**config.mk**
```make
export PLATFORM = sky130hd
export DESIGN_NAME = midi_parser_with_channel_activity
export DESIGN_NICKNAME = d
export VERILOG_FILES = /design/src/hdl/mpca_pkg.sv /design/src/hdl/mpca_counters.sv /design/src/hdl/mpca_fifo.sv /design/src/hdl/midi_parser_with_channel_activity.sv
export VERILOG_INCLUDE_DIRS = /design/src /design/src/hdl
export SDC_FILE = /design/constraint.sdc
export NUM_CORES = 1
export LEC_CHECK = 0
export BUFFER_PORTS_ARGS = -buffer_cell sky130_fd_sc_hd__buf_2
export CAP_MARGIN = 10
export CORE_MARGIN = 5
export CORE_UTILIZATION = 55
export DETAILED_ROUTE_END_ITERATION = 7
export PLACE_DENSITY = 0.71
export SKIP_CTS_REPAIR_TIMING = 1
export SYNTH_ARGS = -nofsm -noshare
export SYNTH_HDL_FRONTEND = slang
export SYNTH_SLANG_ARGS = --single-unit
```
**constraint.sdc**
```tcl
create_clock -name clk_i -period 7.3 [get_ports clk_i]
set_clock_uncertainty 0.05 [all_clocks]
set_input_delay 1.46 -clock clk_i [delete_from_list [all_inputs] [get_ports clk_i]]
set_output_delay 1.46 -clock clk_i [all_outputs]
set_load 0.005 [all_outputs]
```
**src/hdl/midi_parser_with_channel_activity_assert.svh**
```systemverilog
// Assertion macros shared by the MIDI parser RTL.
`ifndef MIDI_PARSER_WITH_CHANNEL_ACTIVITY_ASSERT_SVH
`define MIDI_PARSER_WITH_CHANNEL_ACTIVITY_ASSERT_SVH
`ifndef SYNTH
// Check a property on every clock edge outside reset.
`define MPCA_ASSERT(label, clk, rstn, prop) \
  label: assert property (@(posedge clk) disable iff (!rstn) (prop)) \
    else $error("assertion failed");
// Check a property on every clock edge, reset included.
`define MPCA_ASSERT_ALWAYS(label, clk, prop) \
  label: assert property (@(posedge clk) (prop)) \
    else $error("assertion failed");
`else
`define MPCA_ASSERT(label, clk, rstn, prop)
`define MPCA_ASSERT_ALWAYS(label, clk, prop)
`endif
`endif

```
**src/hdl/mpca_pkg.sv**
```systemverilog
// Shared types and constants of the MIDI parser with channel activity.
package mpca_pkg;

  // Status bytes and thresholds
  localparam logic [7:0] StatusSysex  = 8'hF0;
  localparam logic [7:0] SongPosition = 8'hF2;
  localparam logic [7:0] RealtimeMin  = 8'hF8;

  // Message types (status bits 6..4)
  localparam logic [2:0] TypCtrlChange = 3'd3;
  localparam logic [2:0] TypProgram    = 3'd4;
  localparam logic [2:0] TypPressure   = 3'd5;
  localparam logic [2:0] TypPitchWheel = 3'd6;
  localparam logic [2:0] TypSystem     = 3'd7;

  // System message subtypes
  localparam logic [3:0] SubSysex      = 4'h0;
  localparam logic [3:0] SubTimeCode   = 4'h1;
  localparam logic [3:0] SubSongPos    = 4'h2;
  localparam logic [3:0] SubSongSelect = 4'h3;

  // Saturation limit of six-bit counts
  localparam logic [5:0] CountMax = 6'd63;

  // Configuration register reset values
  localparam logic [3:0] StepReset      = 4'd5;
  localparam logic [5:0] CeilingReset   = 6'd40;
  localparam logic [5:0] ThresholdReset = 6'd58;

  typedef enum logic [1:0] {
    CfgBumpStep       = 2'd0,
    CfgBumpCeiling    = 2'd1,
    CfgFlushThreshold = 2'd2
  } cfg_reg_e;

  // Input item kind and result kind share one coding
  typedef enum logic {
    KindByte = 1'b0,
    KindTick = 1'b1
  } item_kind_e;

  // Command to the activity counter bank
  typedef struct packed {
    logic bump;
    logic tick;
  } cnt_cmd_t;

endpackage

```
**src/hdl/mpca_counters.sv**
```systemverilog
// Per-channel activity counters with saturating bump, tick decay and LED status.
module mpca_counters #(
  parameter int Channels = 16
) (
  input  logic                          clk_i,
  input  logic                          rst_ni,
  input  mpca_pkg::cnt_cmd_t            cmd_i,
  input  logic [$clog2(Channels)-1:0]   ch_i,
  input  logic [3:0]                    step_i,
  input  logic [5:0]                    ceiling_i,
  output logic [Channels/2-1:0]         low_leds_o,
  output logic                          high_led_o
);

  localparam int ChW  = $clog2(Channels);
  localparam int LedW = Channels / 2;

  logic [5:0] cnt_q [Channels];
  logic [5:0] cnt_d [Channels];
  logic [6:0] sum   [Channels];

  // Bump the addressed counter below the ceiling, decay all on a tick
  always_comb begin
    for (int i = 0; i < Channels; i++) begin
      sum[i]   = {1'b0, cnt_q[i]} + {3'b000, step_i};
      cnt_d[i] = cnt_q[i];
      if (cmd_i.tick) begin
        if (cnt_q[i] != 6'd0) cnt_d[i] = cnt_q[i] - 6'd1;
      end else if (cmd_i.bump && (ch_i == ChW'(i)) && (cnt_q[i] < ceiling_i)) begin
        cnt_d[i] = sum[i][6] ? mpca_pkg::CountMax : sum[i][5:0];
      end
    end
  end

  always_ff @(posedge clk_i or negedge rst_ni) begin
    if (!rst_ni) begin
      for (int i = 0; i < Channels; i++) cnt_q[i] <= 6'd0;
    end else begin
      for (int i = 0; i < Channels; i++) cnt_q[i] <= cnt_d[i];
    end
  end

  // Fold upper channels onto the low LEDs
  always_comb begin
    high_led_o = 1'b0;
    for (int j = 0; j < LedW; j++) begin
      low_leds_o[j] = (cnt_q[j] != 6'd0) || (cnt_q[j + LedW] != 6'd0);
      high_led_o    = high_led_o || (cnt_q[j + LedW] != 6'd0);
    end
  end

endmodule

```
**src/hdl/mpca_fifo.sv**
```systemverilog
// Small result queue: up to two writes and one read per cycle.
`include "midi_parser_with_channel_activity_assert.svh"

module mpca_fifo #(
  parameter int Width = 8,
  parameter int Depth = 4
) (
  input  logic                       clk_i,
  input  logic                       rst_ni,
  input  logic [1:0]                 push_n_i,
  input  logic [Width-1:0]           din0_i,
  input  logic [Width-1:0]           din1_i,
  input  logic                       pop_i,
  output logic                       valid_o,
  output logic [Width-1:0]           dout_o,
  output logic [$clog2(Depth+1)-1:0] count_o
);

  localparam int PtrW = $clog2(Depth);
  localparam int CntW = $clog2(Depth + 1);

  logic [Width-1:0] mem_q [Depth];
  logic [PtrW-1:0]  wr_q, wr_d, wr_nx, rd_q, rd_d;
  logic [CntW-1:0]  count_q, count_d;

  function automatic logic [PtrW-1:0] next_ptr(input logic [PtrW-1:0] p);
    next_ptr = (p == PtrW'(Depth - 1)) ? '0 : p + 1'b1;
  endfunction

  // Advance pointers and occupancy
  always_comb begin
    wr_nx   = next_ptr(wr_q);
    wr_d    = wr_q;
    if (push_n_i == 2'd1) wr_d = wr_nx;
    if (push_n_i == 2'd2) wr_d = next_ptr(wr_nx);
    rd_d    = pop_i ? next_ptr(rd_q) : rd_q;
    count_d = count_q + CntW'(push_n_i) - CntW'(pop_i);
  end

  always_ff @(posedge clk_i or negedge rst_ni) begin
    if (!rst_ni) begin
      wr_q    <= '0;
      rd_q    <= '0;
      count_q <= '0;
    end else begin
      wr_q    <= wr_d;
      rd_q    <= rd_d;
      count_q <= count_d;
    end
  end

  // Store entries
  always_ff @(posedge clk_i) begin
    if (push_n_i != 2'd0) mem_q[wr_q] <= din0_i;
    if (push_n_i == 2'd2) mem_q[wr_nx] <= din1_i;
  end

  assign valid_o = (count_q != '0);
  assign dout_o  = mem_q[rd_q];
  assign count_o = count_q;

  `MPCA_ASSERT(a_count_bound, clk_i, rst_ni, count_q <= CntW'(Depth))
  `MPCA_ASSERT(a_no_overflow, clk_i, rst_ni,
               (push_n_i != 2'd0) |->
               ({1'b0, count_q} + (CntW + 1)'(push_n_i) <=
                (CntW + 1)'(Depth) + (CntW + 1)'(pop_i)))
  `MPCA_ASSERT(a_no_underflow, clk_i, rst_ni, pop_i |-> (count_q != '0))

endmodule

```
**src/hdl/midi_parser_with_channel_activity.sv**
```systemverilog
// Top level: MIDI running-status parser with per-channel activity counters.
//
// Usage:
//   Input channel (in_valid_i/in_ready_o) carries kind_i and rx_byte_i: a
//   MIDI byte (kind 0) or a timer tick (kind 1). Each item yields zero, one
//   or two results on the output channel (out_valid_o/out_ready_i): recorded
//   packet bytes, or one LED update per tick. last_of_run_o marks the final
//   result of an item. The configuration channel (cfg_valid_i, always ready)
//   writes bump_step, bump_ceiling and flush_threshold by index.
// Timing:
//   An item lands in an input register, is parsed from there and its
//   results enter a four-entry result queue, which offers them on the
//   output channel. An item is parsed only while the queue holds two
//   entries or fewer. With the receiver always ready, items with at most
//   one result go at one per cycle; a run of two-result items is held back
//   to the rate at which results leave.
// Reset clears all counters, parser state and the queue, and loads the
// register defaults. When the receiver stalls, results wait in the queue and
// input is taken until the queue and the input register fill.
`include "midi_parser_with_channel_activity_assert.svh"

module midi_parser_with_channel_activity #(
  parameter int CHANNELS = 16
) (
  input  logic                  clk_i,
  input  logic                  rst_ni,
  input  logic                  cfg_valid_i,
  output logic                  cfg_ready_o,
  input  logic [1:0]            cfg_index_i,
  input  logic [5:0]            cfg_data_i,
  input  logic                  in_valid_i,
  output logic                  in_ready_o,
  input  logic                  kind_i,
  input  logic [7:0]            rx_byte_i,
  output logic                  out_valid_o,
  input  logic                  out_ready_i,
  output logic                  result_kind_o,
  output logic [7:0]            out_byte_o,
  output logic                  packet_end_o,
  output logic [CHANNELS/2-1:0] low_leds_o,
  output logic                  high_led_o,
  output logic                  last_of_run_o
);

  localparam int ChW      = $clog2(CHANNELS);
  localparam int LedW     = CHANNELS / 2;
  localparam int ResW     = 12 + LedW;
  localparam int ResDepth = 4;
  localparam int ResCntW  = $clog2(ResDepth + 1);

  // Configuration registers
  logic [3:0] step_q;
  logic [5:0] ceiling_q, thresh_q;

  assign cfg_ready_o = 1'b1;

  always_ff @(posedge clk_i or negedge rst_ni) begin
    if (!rst_ni) begin
      step_q    <= mpca_pkg::StepReset;
      ceiling_q <= mpca_pkg::CeilingReset;
      thresh_q  <= mpca_pkg::ThresholdReset;
    end else if (cfg_valid_i) begin
      unique case (mpca_pkg::cfg_reg_e'(cfg_index_i))
        mpca_pkg::CfgBumpStep:       step_q    <= cfg_data_i[3:0];
        mpca_pkg::CfgBumpCeiling:    ceiling_q <= cfg_data_i;
        mpca_pkg::CfgFlushThreshold: thresh_q  <= cfg_data_i;
        default: ;
      endcase
    end
  end

  // Input register
  logic                     inq_valid_q;
  mpca_pkg::item_kind_e     inq_kind_q;
  logic [7:0]               inq_byte_q;
  logic                     fire;
  logic [ResCntW-1:0]       res_count;

  assign fire       = inq_valid_q && (res_count <= ResCntW'(ResDepth - 2));
  assign in_ready_o = !inq_valid_q || fire;

  always_ff @(posedge clk_i or negedge rst_ni) begin
    if (!rst_ni) begin
      inq_valid_q <= 1'b0;
    end else if (in_ready_o) begin
      inq_valid_q <= in_valid_i;
    end
  end

  always_ff @(posedge clk_i) begin
    if (in_valid_i && in_ready_o) begin
      inq_kind_q <= mpca_pkg::item_kind_e'(kind_i);
      inq_byte_q <= rx_byte_i;
    end
  end

  // Parser state
  logic [7:0] cur_q, cur_d, last_q, last_d, first_q, first_d;
  logic [1:0] left_q, left_d;
  logic       skip_q, skip_d;
  logic [5:0] pbc_q, pbc_d;

  // Data bytes that follow a status byte
  function automatic logic [1:0] msg_len(input logic [7:0] s);
    logic [1:0] len;
    len = 2'd2;
    case (s[6:4]) inside
      mpca_pkg::TypProgram, mpca_pkg::TypPressure: len = 2'd1;
      mpca_pkg::TypSystem: begin
        case (s[3:0]) inside
          mpca_pkg::SubSysex, mpca_pkg::SubTimeCode,
          mpca_pkg::SubSongSelect: len = 2'd1;
          mpca_pkg::SubSongPos:    len = 2'd2;
          default:                 len = 2'd0;
        endcase
      end
      default: len = 2'd2;
    endcase
    return len;
  endfunction

  // Count one recorded byte; returns {packet_end, new count}
  function automatic logic [6:0] rec(input logic [5:0] cnt, input logic [5:0] thr,
                                     input logic closes);
    logic [5:0] inc;
    logic       pe;
    inc = (cnt < mpca_pkg::CountMax) ? cnt + 6'd1 : cnt;
    pe  = closes && ((inc > thr) || (inc == mpca_pkg::CountMax));
    return {pe, pe ? 6'd0 : inc};
  endfunction

  mpca_pkg::cnt_cmd_t cmd;
  logic [ChW-1:0]     bump_ch;
  logic               start, do_data, combined, pe;
  logic [7:0]         st_byte, c, v;
  logic [1:0]         n_res;
  logic [7:0]         r_byte0, r_byte1;
  logic               r_pe0, r_pe1;

  // Parse one item
  always_comb begin
    c        = inq_byte_q;
    cur_d    = cur_q;
    last_d   = last_q;
    left_d   = left_q;
    first_d  = first_q;
    skip_d   = skip_q;
    pbc_d    = pbc_q;
    cmd      = '0;
    bump_ch  = c[ChW-1:0];
    start    = 1'b0;
    do_data  = 1'b0;
    st_byte  = c;
    n_res    = 2'd0;
    r_byte0  = 8'h00;
    r_byte1  = 8'h00;
    r_pe0    = 1'b0;
    r_pe1    = 1'b0;
    combined = 1'b0;
    pe       = 1'b0;
    v        = 8'h00;

    // Dispatch on parser state
    if (inq_kind_q == mpca_pkg::KindTick) begin
      cmd.tick = 1'b1;
    end else if (skip_q) begin
      if (c[7]) begin
        skip_d = 1'b0;
        start  = 1'b1;
      end
    end else if (c >= mpca_pkg::RealtimeMin) begin
      start = 1'b0;
    end else if (left_q != 2'd0) begin
      do_data = 1'b1;
    end else if (c[7]) begin
      start = 1'b1;
    end else if (last_q[7]) begin
      start   = 1'b1;
      st_byte = last_q;
      do_data = 1'b1;
    end else begin
      cmd.bump = 1'b1;
    end

    // Start a message
    if (start) begin
      cmd.bump     = 1'b1;
      bump_ch      = st_byte[ChW-1:0];
      cur_d        = st_byte;
      last_d       = (st_byte[6:4] == mpca_pkg::TypSystem) ? 8'h00 : st_byte;
      left_d       = msg_len(st_byte);
      {pe, pbc_d}  = rec(pbc_d, thresh_q, left_d == 2'd0);
      r_byte0      = st_byte;
      r_pe0        = pe;
      n_res        = 2'd1;
    end

    // Take a data byte
    if (do_data) begin
      combined = (cur_d[6:4] == mpca_pkg::TypPitchWheel) || (cur_d == mpca_pkg::SongPosition);
      if (combined && (left_d == 2'd2)) begin
        first_d = c;
        left_d  = 2'd1;
      end else begin
        if (combined) v = {first_d[7] | c[0], first_d[6:0]};
        else if ((cur_d[6:4] == mpca_pkg::TypCtrlChange) && (left_d == 2'd2))
          v = {1'b0, c[6:0]};
        else v = c;
        left_d      = left_d - 2'd1;
        {pe, pbc_d} = rec(pbc_d, thresh_q, left_d == 2'd0);
        if (n_res == 2'd0) begin
          r_byte0 = v;
          r_pe0   = pe;
        end else begin
          r_byte1 = v;
          r_pe1   = pe;
        end
        n_res = n_res + 2'd1;
        if ((left_d == 2'd0) && (cur_d == mpca_pkg::StatusSysex)) skip_d = 1'b1;
      end
    end
  end

  always_ff @(posedge clk_i or negedge rst_ni) begin
    if (!rst_ni) begin
      cur_q   <= 8'h00;
      last_q  <= 8'h00;
      first_q <= 8'h00;
      left_q  <= 2'd0;
      skip_q  <= 1'b0;
      pbc_q   <= 6'd0;
    end else if (fire) begin
      cur_q   <= cur_d;
      last_q  <= last_d;
      first_q <= first_d;
      left_q  <= left_d;
      skip_q  <= skip_d;
      pbc_q   <= pbc_d;
    end
  end

  // Activity counters
  mpca_pkg::cnt_cmd_t cnt_cmd;
  logic [LedW-1:0]    leds;
  logic               high;

  assign cnt_cmd = fire ? cmd : '0;

  mpca_counters #(
    .Channels (CHANNELS)
  ) u_counters (
    .clk_i      (clk_i),
    .rst_ni     (rst_ni),
    .cmd_i      (cnt_cmd),
    .ch_i       (bump_ch),
    .step_i     (step_q),
    .ceiling_i  (ceiling_q),
    .low_leds_o (leds),
    .high_led_o (high)
  );

  // Build result entries
  logic [1:0]      push_n;
  logic [ResW-1:0] res0, res1, res_out;
  logic            is_tick;

  assign is_tick = (inq_kind_q == mpca_pkg::KindTick);
  assign push_n  = !fire ? 2'd0 : (is_tick ? 2'd1 : n_res);
  assign res0    = is_tick
                 ? {mpca_pkg::KindTick, 8'h00, 1'b0, leds, high, 1'b1}
                 : {mpca_pkg::KindByte, r_byte0, r_pe0, {LedW{1'b0}}, 1'b0, n_res == 2'd1};
  assign res1    = {mpca_pkg::KindByte, r_byte1, r_pe1, {LedW{1'b0}}, 1'b0, 1'b1};

  mpca_fifo #(
    .Width (ResW),
    .Depth (ResDepth)
  ) u_res_fifo (
    .clk_i    (clk_i),
    .rst_ni   (rst_ni),
    .push_n_i (push_n),
    .din0_i   (res0),
    .din1_i   (res1),
    .pop_i    (out_valid_o && out_ready_i),
    .valid_o  (out_valid_o),
    .dout_o   (res_out),
    .count_o  (res_count)
  );

  assign {result_kind_o, out_byte_o, packet_end_o, low_leds_o, high_led_o,
          last_of_run_o} = res_out;

  `MPCA_ASSERT(a_left_range, clk_i, rst_ni, left_q != 2'd3)
  `MPCA_ASSERT(a_skip_no_data, clk_i, rst_ni, skip_q |-> (left_q == 2'd0))
  `MPCA_ASSERT(a_stall_holds_item, clk_i, rst_ni, !in_ready_o |-> inq_valid_q)
  `MPCA_ASSERT(a_tick_leaves_parser, clk_i, rst_ni,
               (fire && is_tick) |=> ($stable(left_q) && $stable(skip_q) && $stable(pbc_q)))

endmodule
```
==> results of run 1 <==
sequential cells by signal, indices dropped and copies added (netlist names):
name / cells
u_res_fifo.rd_q: 2
u_res_fifo.wr_q: 2
left_q: 2
u_counters.cnt_q: 96
step_q: 4
u_res_fifo.mem_q: 80
ceiling_q: 6
thresh_q: 6
first_q: 8
last_q: 8
c: 8
inq_kind_q: 1
cur_q: 8
skip_q: 1
pbc_q: 6
u_res_fifo.count_o: 3
inq_valid_q: 1
worst max-delay path, stage by stage (launching register included):
cell	delay, ns
sky130_fd_sc_hd__dfrtp_1	0.55
sky130_fd_sc_hd__ha_1	0.43
sky130_fd_sc_hd__a31oi_1	0.14
sky130_fd_sc_hd__a41oi_1	0.31
sky130_fd_sc_hd__ha_1	0.33
sky130_fd_sc_hd__a21oi_1	0.13
sky130_fd_sc_hd__a21boi_0	0.11
sky130_fd_sc_hd__o32a_1	0.39
sky130_fd_sc_hd__o221a_4	0.28
sky130_fd_sc_hd__nor2_1	0.25
sky130_fd_sc_hd__ha_1	0.31
sky130_fd_sc_hd__and4_1	0.37
sky130_fd_sc_hd__mux2_2	0.39
sky130_fd_sc_hd__ha_1	0.29
sky130_fd_sc_hd__nor2b_1	0.14
sky130_fd_sc_hd__o21a_1	0.11
sky130_fd_sc_hd__o21ai_0	0.07
sky130_fd_sc_hd__a211oi_1	0.78
sky130_fd_sc_hd__a211oi_2	0.17
sky130_fd_sc_hd__a221oi_1	0.39
sky130_fd_sc_hd__nor2_1	0.10
logic make-up (layout without fill, tap and decap cells):
kind of cell	count (synthesis)	count (layout)	share of synthesized area [%]
mux	69	69	5.475
simple gates	586	586	16.59
fa+ha+maj	217	217	15.89
buf+inv	195	218	4.356
xor+xnor	38	38	1.860
other cells	1	1	0.02096
flops	242	242	33.93
compound gates	624	624	21.89
power by group:
part	switching (mW)	leakage [nW]	internal, mW
clock network	0.584	0.456	0.839
registers	0.674	2.66	1.93
logic	2.62	5.56	2.05
placed cells by master (no fill, tap or decap), types with 19 or more instances in the layout:
master,n
sky130_fd_sc_hd__or3_1,31
sky130_fd_sc_hd__o22ai_1,41
sky130_fd_sc_hd__nor2_1,83
sky130_fd_sc_hd__inv_1,111
sky130_fd_sc_hd__dfxtp_1,44
sky130_fd_sc_hd__xor2_1,20
sky130_fd_sc_hd__buf_2,42
sky130_fd_sc_hd__a31oi_1,39
sky130_fd_sc_hd__clkbuf_16,29
sky130_fd_sc_hd__mux4_2,20
sky130_fd_sc_hd__edfxtp_1,45
sky130_fd_sc_hd__o21ai_0,185
sky130_fd_sc_hd__a22o_1,24
sky130_fd_sc_hd__o211ai_1,19
sky130_fd_sc_hd__o31ai_1,20
sky130_fd_sc_hd__nand2b_1,61
sky130_fd_sc_hd__ha_1,200
sky130_fd_sc_hd__nand3_1,58
sky130_fd_sc_hd__a21oi_1,139
sky130_fd_sc_hd__a21o_1,63
sky130_fd_sc_hd__nor3_1,74
sky130_fd_sc_hd__nor2b_1,52
sky130_fd_sc_hd__mux2_2,31
sky130_fd_sc_hd__nand2_1,146
sky130_fd_sc_hd__dfrtp_1,145
final timing paths:
path / cells after the start / to / slack [ns]
max: 20 / pbc_q[1]$_DFFE_PN0P_ / 1.09
max reg2reg: 20 / pbc_q[1]$_DFFE_PN0P_ / 1.09
max in group asynchronous: 2 / u_counters.cnt_q[10]$_DFFE_PN0P_ / 4.78
min: 2 / u_res_fifo.mem_q[1][8]$_SDFFE_PP0P_ / 0.41
min reg2reg: 2 / u_res_fifo.mem_q[1][8]$_SDFFE_PP0P_ / 0.41
min in group asynchronous: 1 / thresh_q[0]$_DFFE_PN0P_ / 0.93
routing by layer:
metal | vias to the layer above | wire [um] | share of wire, %
met5 | - | 0 | 0
met4 | 0 | 1562 | 3.3
met3 | 111 | 2583 | 5.5
met2 | 481 | 23280 | 49
met1 | 7359 | 19960 | 42
li1 | 7303 | - | -
stage by stage:
| stage | util, % | setup slack, ns | hold slack (ns) | cells | area, um^2 |
|---|---|---|---|---|---|
| after floorplan | - | 2.234 | 0.3698 | 1972 | 17890 |
| after global placement | 57.06 | 1.466 | 0.3801 | 2387 | 18420 |
| after detailed placement | 57.06 | 1.250 | 0.3924 | 2387 | 18420 |
| after CTS | 59.90 | 1.236 | 0.4064 | 2436 | 19340 |
| after global routing | 59.95 | 0.7548 | 0.4338 | 2437 | 19360 |
| final | 59.95 | 1.088 | 0.4058 | 2437 | 19360 |
cell type report:
cell class / count / area [um^2]
Fill cell: 2759 / 12930
Tap cell: 442 / 553.0
Clock buffer: 40 / 807.0
Inverter: 112 / 420.4
Multi-Input combinational cell: 1535 / 11060
Timing Repair Buffer: 57 / 334.1
Clock inverter: 9 / 111.4
Sequential cell: 242 / 6071
==> impl_results.md, run 1 <==
- Status: complete, no violations
- Maximum number of pins on one net before global-route repair: 90
- Initial antenna violation count: 0
- RD Place Congestion: 0.9244
- Total power: 8.695 mW
- Power density over the cells: 449.2 mW/mm^2
- Worst endpoint data arrival time: 6.59 ns
- DIE HEIGHT: 190.4 um
- Library cell with the largest summed area after synthesis: sky130_fd_sc_hd__dfrtp_1
- Gr busiest metal: met2
- Latest clock arrival within the worst-skew pair: 0.56 ns
- DRT Wirelength: 47.39 mm
- Number of vias in the routed layout: 15250
- Total core area: 0.03229 mm^2
- Final routed DRC violation total: 0
- Final-report max-slew violation count: 0
- Start point of the critical path: pbc_q[0]$_DFFE_PN0P_
- Number of antenna repair diodes: 0
- Initial Utilization: 55.42%
- Most numerous cell in the Yosys netlist: sky130_fd_sc_hd__ha_1
- Number of levels the H-tree was split into: 1
- Syn Std Cell Area: 0.01789 mm^2
- Input/output buffers: 43
- Final HPWL from detailed placement: 32.54 mm
- Vias in the first global route: 14700
- TritonCTS clock tree: done
- Yosys reg bits: 242
- Die Wd: 190.4 um
- Hold Violations, Final: 0
- Post-Syn Instances: 1972
- RSZ-0062 raised after global routing: no
- Number of design-rule violations left by the first detailed-router iteration: 1241
- Count of flip-flops with a built-in enable after synthesis: 45
- Fraction of layout instances using a drive strength above 1: 8.922%
- Dominant cells by area after synthesis: sky130_fd_sc_hd__dfrtp_1 20%, sky130_fd_sc_hd__ha_1 14%, sky130_fd_sc_hd__edfxtp_1 7.6%
- Area growth from synthesis to final layout: 8.167%
- Met3 Usage GRT: 3.534%
- ANT nets after route: 0
- Global-route wire length before repair: 76.83 mm
- Overall global routing resource usage: 25.88%
- Wire length per cell after detailed routing: 19.44 um
- Path class of the lowest-slack min-delay path: reg2reg
- Fraction of post-synthesis cell area in the top cell type by area: 20.28%
- Max Cap Viol: 0
- Top-level I/O count: 45
- Via/cell ratio: 6.259
- Clock-pin slew reported for the worst setup and hold paths after clock tree synthesis: 0.06 ns
- Start point of the worst hold path: u_res_fifo.mem_q[1][8]$_SDFFE_PP0P_
- Fraction of the cycle the final worst path needs: 85.09%
- GR met1 Demand/Resource: 33.18%
- Overflow after GRT: 0
- Fraction of synthesis flops using an asynchronous set or reset pin: 63.22%
- Mean post-synth cell area: 9.074 um^2
- Post-Synthesis Net Count: 2211
- Biggest fanout along the worst timing path: 11
- Root cell of the clock tree: sky130_fd_sc_hd__clkbuf_16
- Critical Path RT: 7.68 ns
- Top cells by count, synth: 200 x sky130_fd_sc_hd__ha_1, 185 x sky130_fd_sc_hd__o21ai_0, 147 x sky130_fd_sc_hd__nand2_1
- Area of the die: 0.03624 mm^2
- Global-route met2 utilization: 45.54%
- Crit. End Element: flop
- CTS buffer count: 27
- Leakage: 8.677 nW
- Achievable clock frequency: 0.1610 GHz
- Flip-flop cell with the highest count after synthesis: sky130_fd_sc_hd__dfrtp_1
- Worst r2r src: pbc_q[0]$_DFFE_PN0P_
- Sequential element share of the synthesized area: 33.93%
- Setup TNS Final: 0 ns
- Nets: 2214
- Count of TritonRoute iterations in the first routing pass: 5
- Critical path class: reg2reg
- Nature of the critical path startpoint: flop
- Worst slew pin tran: 1.058 ns
- Standard-cell row count: 66
- Bufs on Longest Clock Path: 3
- Max-slew headroom: 29.02%
- Distinct cell type count of the synthesized netlist: 75
- Worst vdd ir: 0.0002390 V
- Shortest period the worst path allows: 6.212 ns
- Synthesis warning total: 0
- Number of sinks handled by clock tree synthesis: 242
- Final number of setup-violating endpoints: 0
(Power assumes the default switching activity.)
==> inputs of run 2 (changes only) <==
==> constraint.sdc (replaced) <==
create_clock -name clk_i -period 7.3 [get_ports clk_i]
set_clock_uncertainty 0.05 [all_clocks]
set_input_delay 0.365 -clock clk_i [delete_from_list [all_inputs] [get_ports clk_i]]
set_output_delay 0.365 -clock clk_i [all_outputs]
set_load 0.005 [all_outputs]
==> run 2 against run 1 <==
Sequential power hardly changed. Sequential share of layout area is 0.18 points lower. Non-clock buffer count is 11 higher. Combinational power hardly changed. Total power is 0.15% higher. Global-route usage stayed put. Critical path depth stayed put. Utilization is 0.34 points higher. Routed wire length is 0.51% higher. Critical path type unchanged. Largest cell class unchanged.
==> impl_results.md, run 2 (synthesized netlist as in run 1, its figures left out) <==
- Worst endpoint data arrival time: 6.60 ns (about the same)
- # placed instances: 2387 (unchanged)
- Worst r2r src: pbc_q[0]$_DFFE_PN0P_
- Count of TritonRoute iterations in the first routing pass: 6 (+1)
- Sequential power share: 29.9% (about the same)
- Flip-flop count of the largest register after layout: 96 (unchanged)
- Wire length per cell after detailed routing: 19.46 um (about the same)
- WHS Path Cells: 2 (unchanged)
- DRT Wirelength: 47.63 mm (+0.51%)
- ANT nets after route: 0 (unchanged)
- Standard-cell row count: 66 (unchanged)
- RD Place Congestion: 0.9244 (unchanged)
- Maximum number of pins on one net before global-route repair: 90 (unchanged)
- Area of the die: 0.03624 mm^2 (unchanged)
- Critical Path RT: 7.69 ns (about the same)
- Bufs on Longest Clock Path: 3 (unchanged)
- Status: complete, no violations
- Reg2Reg Capture Point: pbc_q[1]$_DFFE_PN0P_
- Initial Utilization: 55.42% (unchanged)
- FF-to-FF path depth: 20 (unchanged)
- Via/cell ratio: 6.236 (-0.37%)
- RSZ-0062 raised after global routing: no
- Max Cap Viol: 0 (unchanged)
- Top reg by flops: u_counters.cnt_q
- Delay-heaviest family, CP: compound AO/OA/AOI/OAI gates
- Leakage: 8.723 nW (+0.53%)
- Final HPWL from detailed placement: 32.54 mm (unchanged)
- Part of the power in combinational logic: 53.7% (about the same)
- Switch Pwr: 3.885 mW (+0.21%)
- Hold Violations, Final: 0 (unchanged)
- Start point of the worst hold path: cfg_data_i[5]
- Root cell of the clock tree: sky130_fd_sc_hd__clkbuf_16
- Cell-internal power: 4.822 mW (about the same)
- DIE HEIGHT: 190.4 um (unchanged)
- Final std cells w/o fill: 2448 (+0.45%)
- Overall global routing resource usage: 25.88% (unchanged)
- Total power: 8.708 mW (+0.15%)
- Number of buffer and inverter instances along the worst setup path: 0 (unchanged)
- Largest regs: u_counters.cnt_q (96), u_res_fifo.mem_q (80)
- Nets: 2225 (+0.50%)
- Crit-path cells: ha_1 > a31oi_1 > a41oi_1 > ha_1 > a21oi_1 > a21boi_0 > o32a_1 > o221a_4 > nor2_1 > ha_1 > and4_1 > mux2_2 > ha_1 > nor2b_1 > o21a_1 > o21ai_0 > a211oi_1 > a211oi_2 > a221oi_1 > nor2_1
- Input/output buffers: 43 (unchanged)
- Final number of setup-violating endpoints: 0 (unchanged)
- Vias in the first global route: 14700 (unchanged)
- Power density over the cells: 447.3 mW/mm^2 (-0.42%)
- Shortest period the worst path allows: 6.216 ns (+0.004680 ns)
- Worst vdd ir: 0.0002435 V (+1.9%)
- TritonCTS clock tree: done
- Final std cell area, no fill: 0.01947 mm^2 (+0.57%)
- Overflow after GRT: 0 (unchanged)
- Initial antenna violation count: 0 (unchanged)
- Number of vias in the routed layout: 15270 (+0.079%)
- Die Wd: 190.4 um (unchanged)
- Fraction of the cycle the final worst path needs: 85.15% (about the same)
- Biggest fanout along the worst timing path: 11 (unchanged)
- Final-report max-slew violation count: 0 (unchanged)
- Most repeated library cell on the critical path: sky130_fd_sc_hd__ha_1
- Area after detailed placement: 0.01842 mm^2 (unchanged)
- Fin Hold WS: 0.01653 ns (-0.3893 ns)
- Fraction of layout instances using a drive strength above 1: 8.873% (-0.049 points)
- Worst slew pin tran: 1.096 ns (+0.03810 ns)
- Area growth from synthesis to final layout: 8.782%
- Register-to-register setup slack: 1.08 ns (about the same)
- Path class of the lowest-slack min-delay path: in2reg
- Most frequent cells in the layout: 200 x sky130_fd_sc_hd__ha_1, 185 x sky130_fd_sc_hd__o21ai_0, 146 x sky130_fd_sc_hd__nand2_1
- Number of antenna repair diodes: 0 (unchanged)
- Number of levels the H-tree was split into: 1 (unchanged)
- Final routed DRC violation total: 0 (unchanged)
- Clock-pin slew reported for the worst setup and hold paths after clock tree synthesis: 0.06 ns (about the same)
- Top-level I/O count: 45 (unchanged)
- Total core area: 0.03229 mm^2 (unchanged)
- CTS buffer count: 27 (unchanged)
- Leading cell type in the layout, fill and taps excluded: sky130_fd_sc_hd__ha_1
- Global-route wire length before repair: 76.83 mm (unchanged)
- Number of sinks handled by clock tree synthesis: 242 (unchanged)
- Latest clock arrival within the worst-skew pair: 0.56 ns (about the same)
- Clock power share: 16.4% (about the same)
- Net switching fraction of the power: 44.62% (about the same)
- Max-slew headroom: 26.46% (-2.6 points)
- Crit. End Element: flop
- Setup TNS Final: 0 ns (unchanged)
- Achievable clock frequency: 0.1609 GHz (about the same)
- Delay of the slowest critical-path stage: 0.79 ns (about the same)
- Worst-path cell with the longest stage delay: sky130_fd_sc_hd__a211oi_1
- WHS Endpoint: ceiling_q[5]$_DFFE_PN1P_
- Number of design-rule violations left by the first detailed-router iteration: 1231 (-0.81%)
- Critical path class: reg2reg
- Nature of the critical path startpoint: flop
[run 2: cell types whose count changed in the layout (fill, tap and decap cells not counted)]
| cell | change |
|---|---|
| sky130_fd_sc_hd__dlygate4sd3_1 | +11 |
[run 2: power groups by stage]
stage	combinational [mW]	sequential, mW	clock (mW)
after CTS	4.63	2.60	1.45
after global placement	4.43	2.59	0
after detailed placement	4.60	2.62	0
after global routing	5.30	2.69	1.51
final	4.68	2.61	1.42
after floorplan	3.65	2.37	0
[run 2: worst max-delay path by stage]
| stage | slack [ns] | from | to | depth (start not counted) |
|---|---|---|---|---|
| after floorplan | 2.23 | pbc_q[1]$_DFFE_PN0P_ | pbc_q[4]$_DFFE_PN0P_ | 23 |
| after global placement | 1.47 | pbc_q[0]$_DFFE_PN0P_ | pbc_q[1]$_DFFE_PN0P_ | 20 |
| after detailed placement | 1.25 | pbc_q[0]$_DFFE_PN0P_ | pbc_q[1]$_DFFE_PN0P_ | 20 |
| after CTS | 1.24 | pbc_q[0]$_DFFE_PN0P_ | pbc_q[1]$_DFFE_PN0P_ | 20 |
| after global routing | 0.75 | inq_kind_q$_DFFE_PP_ | u_res_fifo.mem_q[1][11]$_DFFE_PP_ | 18 |
| final | 1.08 | pbc_q[0]$_DFFE_PN0P_ | pbc_q[1]$_DFFE_PN0P_ | 20 |
[run 2: layout make-up]
cell class / count / area, um^2
multi-input combinational: 1535 / 11060
clock inverter: 9 / 111.4
timing repair buffer: 68 / 444.2
sequential: 242 / 6071
clock buffer: 40 / 807.0
inverter: 112 / 420.4
tap: 442 / 553.0
fill: 2740 / 12820
[run 2: routing by layer]
metal,track usage (%),vias up,routed length [um]
li1,-,7320,-
met1,33.18,7351,20000
met2,45.54,477,23350
met3,3.534,118,2657
met4,8.011,0,1627
met5,0,-,0
[run 2: stage by stage]
stage	setup WS, ns	utilization (%)
after floorplan	2.234	-
after global placement	1.466	57.06
after detailed placement	1.250	57.06
after CTS	1.236	59.90
after global routing	0.7548	60.29
final	1.084	60.29
==> inputs of run 3 (changes only) <==
- PLACE_DENSITY: 0.71 -> 0.74
==> run 3 against run 2 <==
The flow now finishes with violations (hold timing). Count of clock-buffer cells in the layout up 4. Final cell count shrank 0.16%. Highest routed layer unchanged. Routed wire length rose by 1.3%. Hold slack got worse by 0.099 ns. Combinational power is 0.9% lower. Worst setup slack improved by 0.32 ns. Critical path depth down 1. First-iteration DRC count up 1.9%. Flip-flop and latch count is the same. Design area fell by 0.39%.
==> impl_results.md, run 3 (synthesized netlist as in run 1, its figures left out) <==
- Status: finished with violations
- Failing checks: hold timing
- Count of filler cells inserted in the layout: 2735 (-0.18%)
- Critical path class: reg2reg
- Number of sinks handled by clock tree synthesis: 242 (unchanged)
- Critical Path RT: 7.64 ns (-0.05 ns)
- Top reg by flops: u_counters.cnt_q
- Overflow after GRT: 0 (unchanged)
- Shortest period the worst path allows: 5.895 ns (-0.3210 ns)
- Path class of the lowest-slack min-delay path: in2async
- Max Cap Viol: 0 (unchanged)
- Leading cell type in the layout, fill and taps excluded: sky130_fd_sc_hd__ha_1
- Combined area of the multi-input logic cells: 0.01106 mm^2 (unchanged)
- Max-slew headroom: 29.56% (+3.1 points)
- Vias in the first global route: 14740 (+0.29%)
- Area growth from synthesis to final layout: 8.362%
- Delay-heaviest family, CP: compound AO/OA/AOI/OAI gates
- Root cell of the clock tree: sky130_fd_sc_hd__clkbuf_16
- Final HPWL from detailed placement: 33.36 mm (+2.5%)
- Biggest fanout along the worst timing path: 11 (unchanged)
- Overall global routing resource usage: 26.19% (+0.31 points)
- Worst endpoint data arrival time: 6.24 ns (-0.36 ns)
- Final number of setup-violating endpoints: 0 (unchanged)
- DRT Wirelength: 48.24 mm (+1.3%)
- Standard-cell row count: 66 (unchanged)
- Area after detailed placement: 0.01839 mm^2 (-0.16%)
- Worst vdd ir: 0.0002539 V (+4.3%)
- RD Place Congestion: 0.9437 (+2.1%)
- Delay of the slowest critical-path stage: 0.57 ns (-0.22 ns)
- Hold Violations, Final: 98 (+98)
- Fin Hold WS: -0.08204 ns (-0.09857 ns)
- ANT nets after route: 0 (unchanged)
- Number of levels the H-tree was split into: 1 (unchanged)
- Number of antenna repair diodes: 0 (unchanged)
- Final-report max-slew violation count: 0 (unchanged)
- Worst-path cell with the longest stage delay: sky130_fd_sc_hd__dfrtp_1
- Crit. End Element: flop
- Number of vias in the routed layout: 15410 (+0.95%)
- Number of design-rule violations left by the first detailed-router iteration: 1255 (+1.9%)
- Initial Utilization: 55.42% (unchanged)
- Via/cell ratio: 6.306 (+1.1%)
- Latest clock arrival within the worst-skew pair: 0.56 ns (about the same)
- Nets: 2220 (-0.22%)
- RSZ-0062 raised after global routing: no
- Maximum number of pins on one net before global-route repair: 100 (+11%)
- Nature of the critical path startpoint: flop
- Wire length per cell after detailed routing: 19.74 um (+1.4%)
- Clock-pin slew reported for the worst setup and hold paths after clock tree synthesis: 0.06 ns (about the same)
- Setup TNS Final: 0 ns (unchanged)
- Achievable clock frequency: 0.1696 GHz (+5.4%)
- CTS buffer count: 28 (+3.7%)
- TritonCTS clock tree: done
- Total power: 8.663 mW (-0.51%)
- Power density over the cells: 446.8 mW/mm^2 (-0.12%)
- Largest regs: u_counters.cnt_q (96), u_res_fifo.mem_q (80)
- Worst slew pin tran: 1.057 ns (-0.03922 ns)
- Combined flip-flop and latch cell area: 0.006071 mm^2 (unchanged)
- Most frequent cells in the layout: 200 x sky130_fd_sc_hd__ha_1, 185 x sky130_fd_sc_hd__o21ai_0, 146 x sky130_fd_sc_hd__nand2_1
- Crit-path cells: ha_1 > nand3_1 > mux2_2 > ha_1 > nand2b_1 > a21oi_1 > o32a_1 > o221a_4 > nor2_1 > ha_1 > and4_1 > mux2_2 > ha_1 > nor2b_1 > o21a_1 > o21ai_0 > a211oi_1 > o21ai_1 > o221ai_1
- Bufs on Longest Clock Path: 3 (unchanged)
- DIE HEIGHT: 190.4 um (unchanged)
- Global-route wire length before repair: 77.63 mm (+1.0%)
- Number of buffer and inverter instances along the worst setup path: 0 (unchanged)
- Final routed DRC violation total: 0 (unchanged)
- Fraction of the cycle the final worst path needs: 80.76% (-4.4 points)
- Total core area: 0.03229 mm^2 (unchanged)
- Area of the die: 0.03624 mm^2 (unchanged)
- Leakage: 8.678 nW (-0.52%)
- Input/output buffers: 43 (unchanged)
- Final std cell area, no fill: 0.01939 mm^2 (-0.39%)
- Most repeated library cell on the critical path: sky130_fd_sc_hd__ha_1
- Die Wd: 190.4 um (unchanged)
- Top-level I/O count: 45 (unchanged)
- Flip-flop count of the largest register after layout: 96 (unchanged)
- Count of TritonRoute iterations in the first routing pass: 5 (-1)
- Fraction of layout instances using a drive strength above 1: 8.691% (-0.18 points)
- Initial antenna violation count: 0 (unchanged)
## run 3: changes by cell type in the layout (fill, tap and decap cells not counted), sizes merged
cell,before,now
dlygate4sd3,11,10
bufinv,2,0
buf,57,52
clkbuf,40,44
## run 3: area by class of cell
class / count / area share (%)
Multi-Input combinational cell: 1535 / 57.03
Tap cell: 442 / 2.852
Clock buffer: 44 / 4.362
Timing Repair Buffer: 62 / 2.007
Sequential cell: 242 / 31.31
Inverter: 112 / 2.168
Clock inverter: 7 / 0.2710
## run 3: worst paths after layout
check / start / to / slack, ns / depth (start not counted)
max reg2reg: pbc_q[0]$_DFFE_PN0P_ / u_res_fifo.mem_q[0][10]$_DFFE_PP_ / 1.40 / 19
min: rst_ni / u_counters.cnt_q[68]$_DFFE_PN0P_ / -0.08 / 1
max in group asynchronous: rst_ni / thresh_q[2]$_DFFE_PN0P_ / 5.95 / 2
min in group clk_i: cfg_data_i[5] / thresh_q[5]$_DFFE_PN1P_ / 0.03 / 2
min reg2reg: u_res_fifo.mem_q[0][1]$_SDFFE_PP0P_ / u_res_fifo.mem_q[0][1]$_SDFFE_PP0P_ / 0.40 / 2
max: pbc_q[0]$_DFFE_PN0P_ / u_res_fifo.mem_q[0][10]$_DFFE_PP_ / 1.40 / 19
## run 3: per-layer routing
metal  global-route usage (%)  part of all wire (%)  vias up
met5                        0                     0        -
met4                    10.03                   4.3        0
met2                    43.17                    47      549
met3                    3.772                   6.4      143
met1                    35.17                    43     7407
li1                         -                     -     7312
## run 3: report_power, final
group / total (mW) / internal (mW) / switching (mW)
Combinational: 4.64 / 2.04 / 2.60
Sequential: 2.65 / 1.93 / 0.714
Clock: 1.37 / 0.794 / 0.579
## run 3: through the flow
step / utilization [%] / instances / setup WS [ns]
finish: 60.06 / 2444 / 1.405
global route: 60.06 / 2444 / 0.8770
CTS: 59.75 / 2434 / 1.449
detailed placement: 56.96 / 2383 / 1.461
global placement: 56.96 / 2383 / 1.716
floorplan: - / 1972 / 2.234
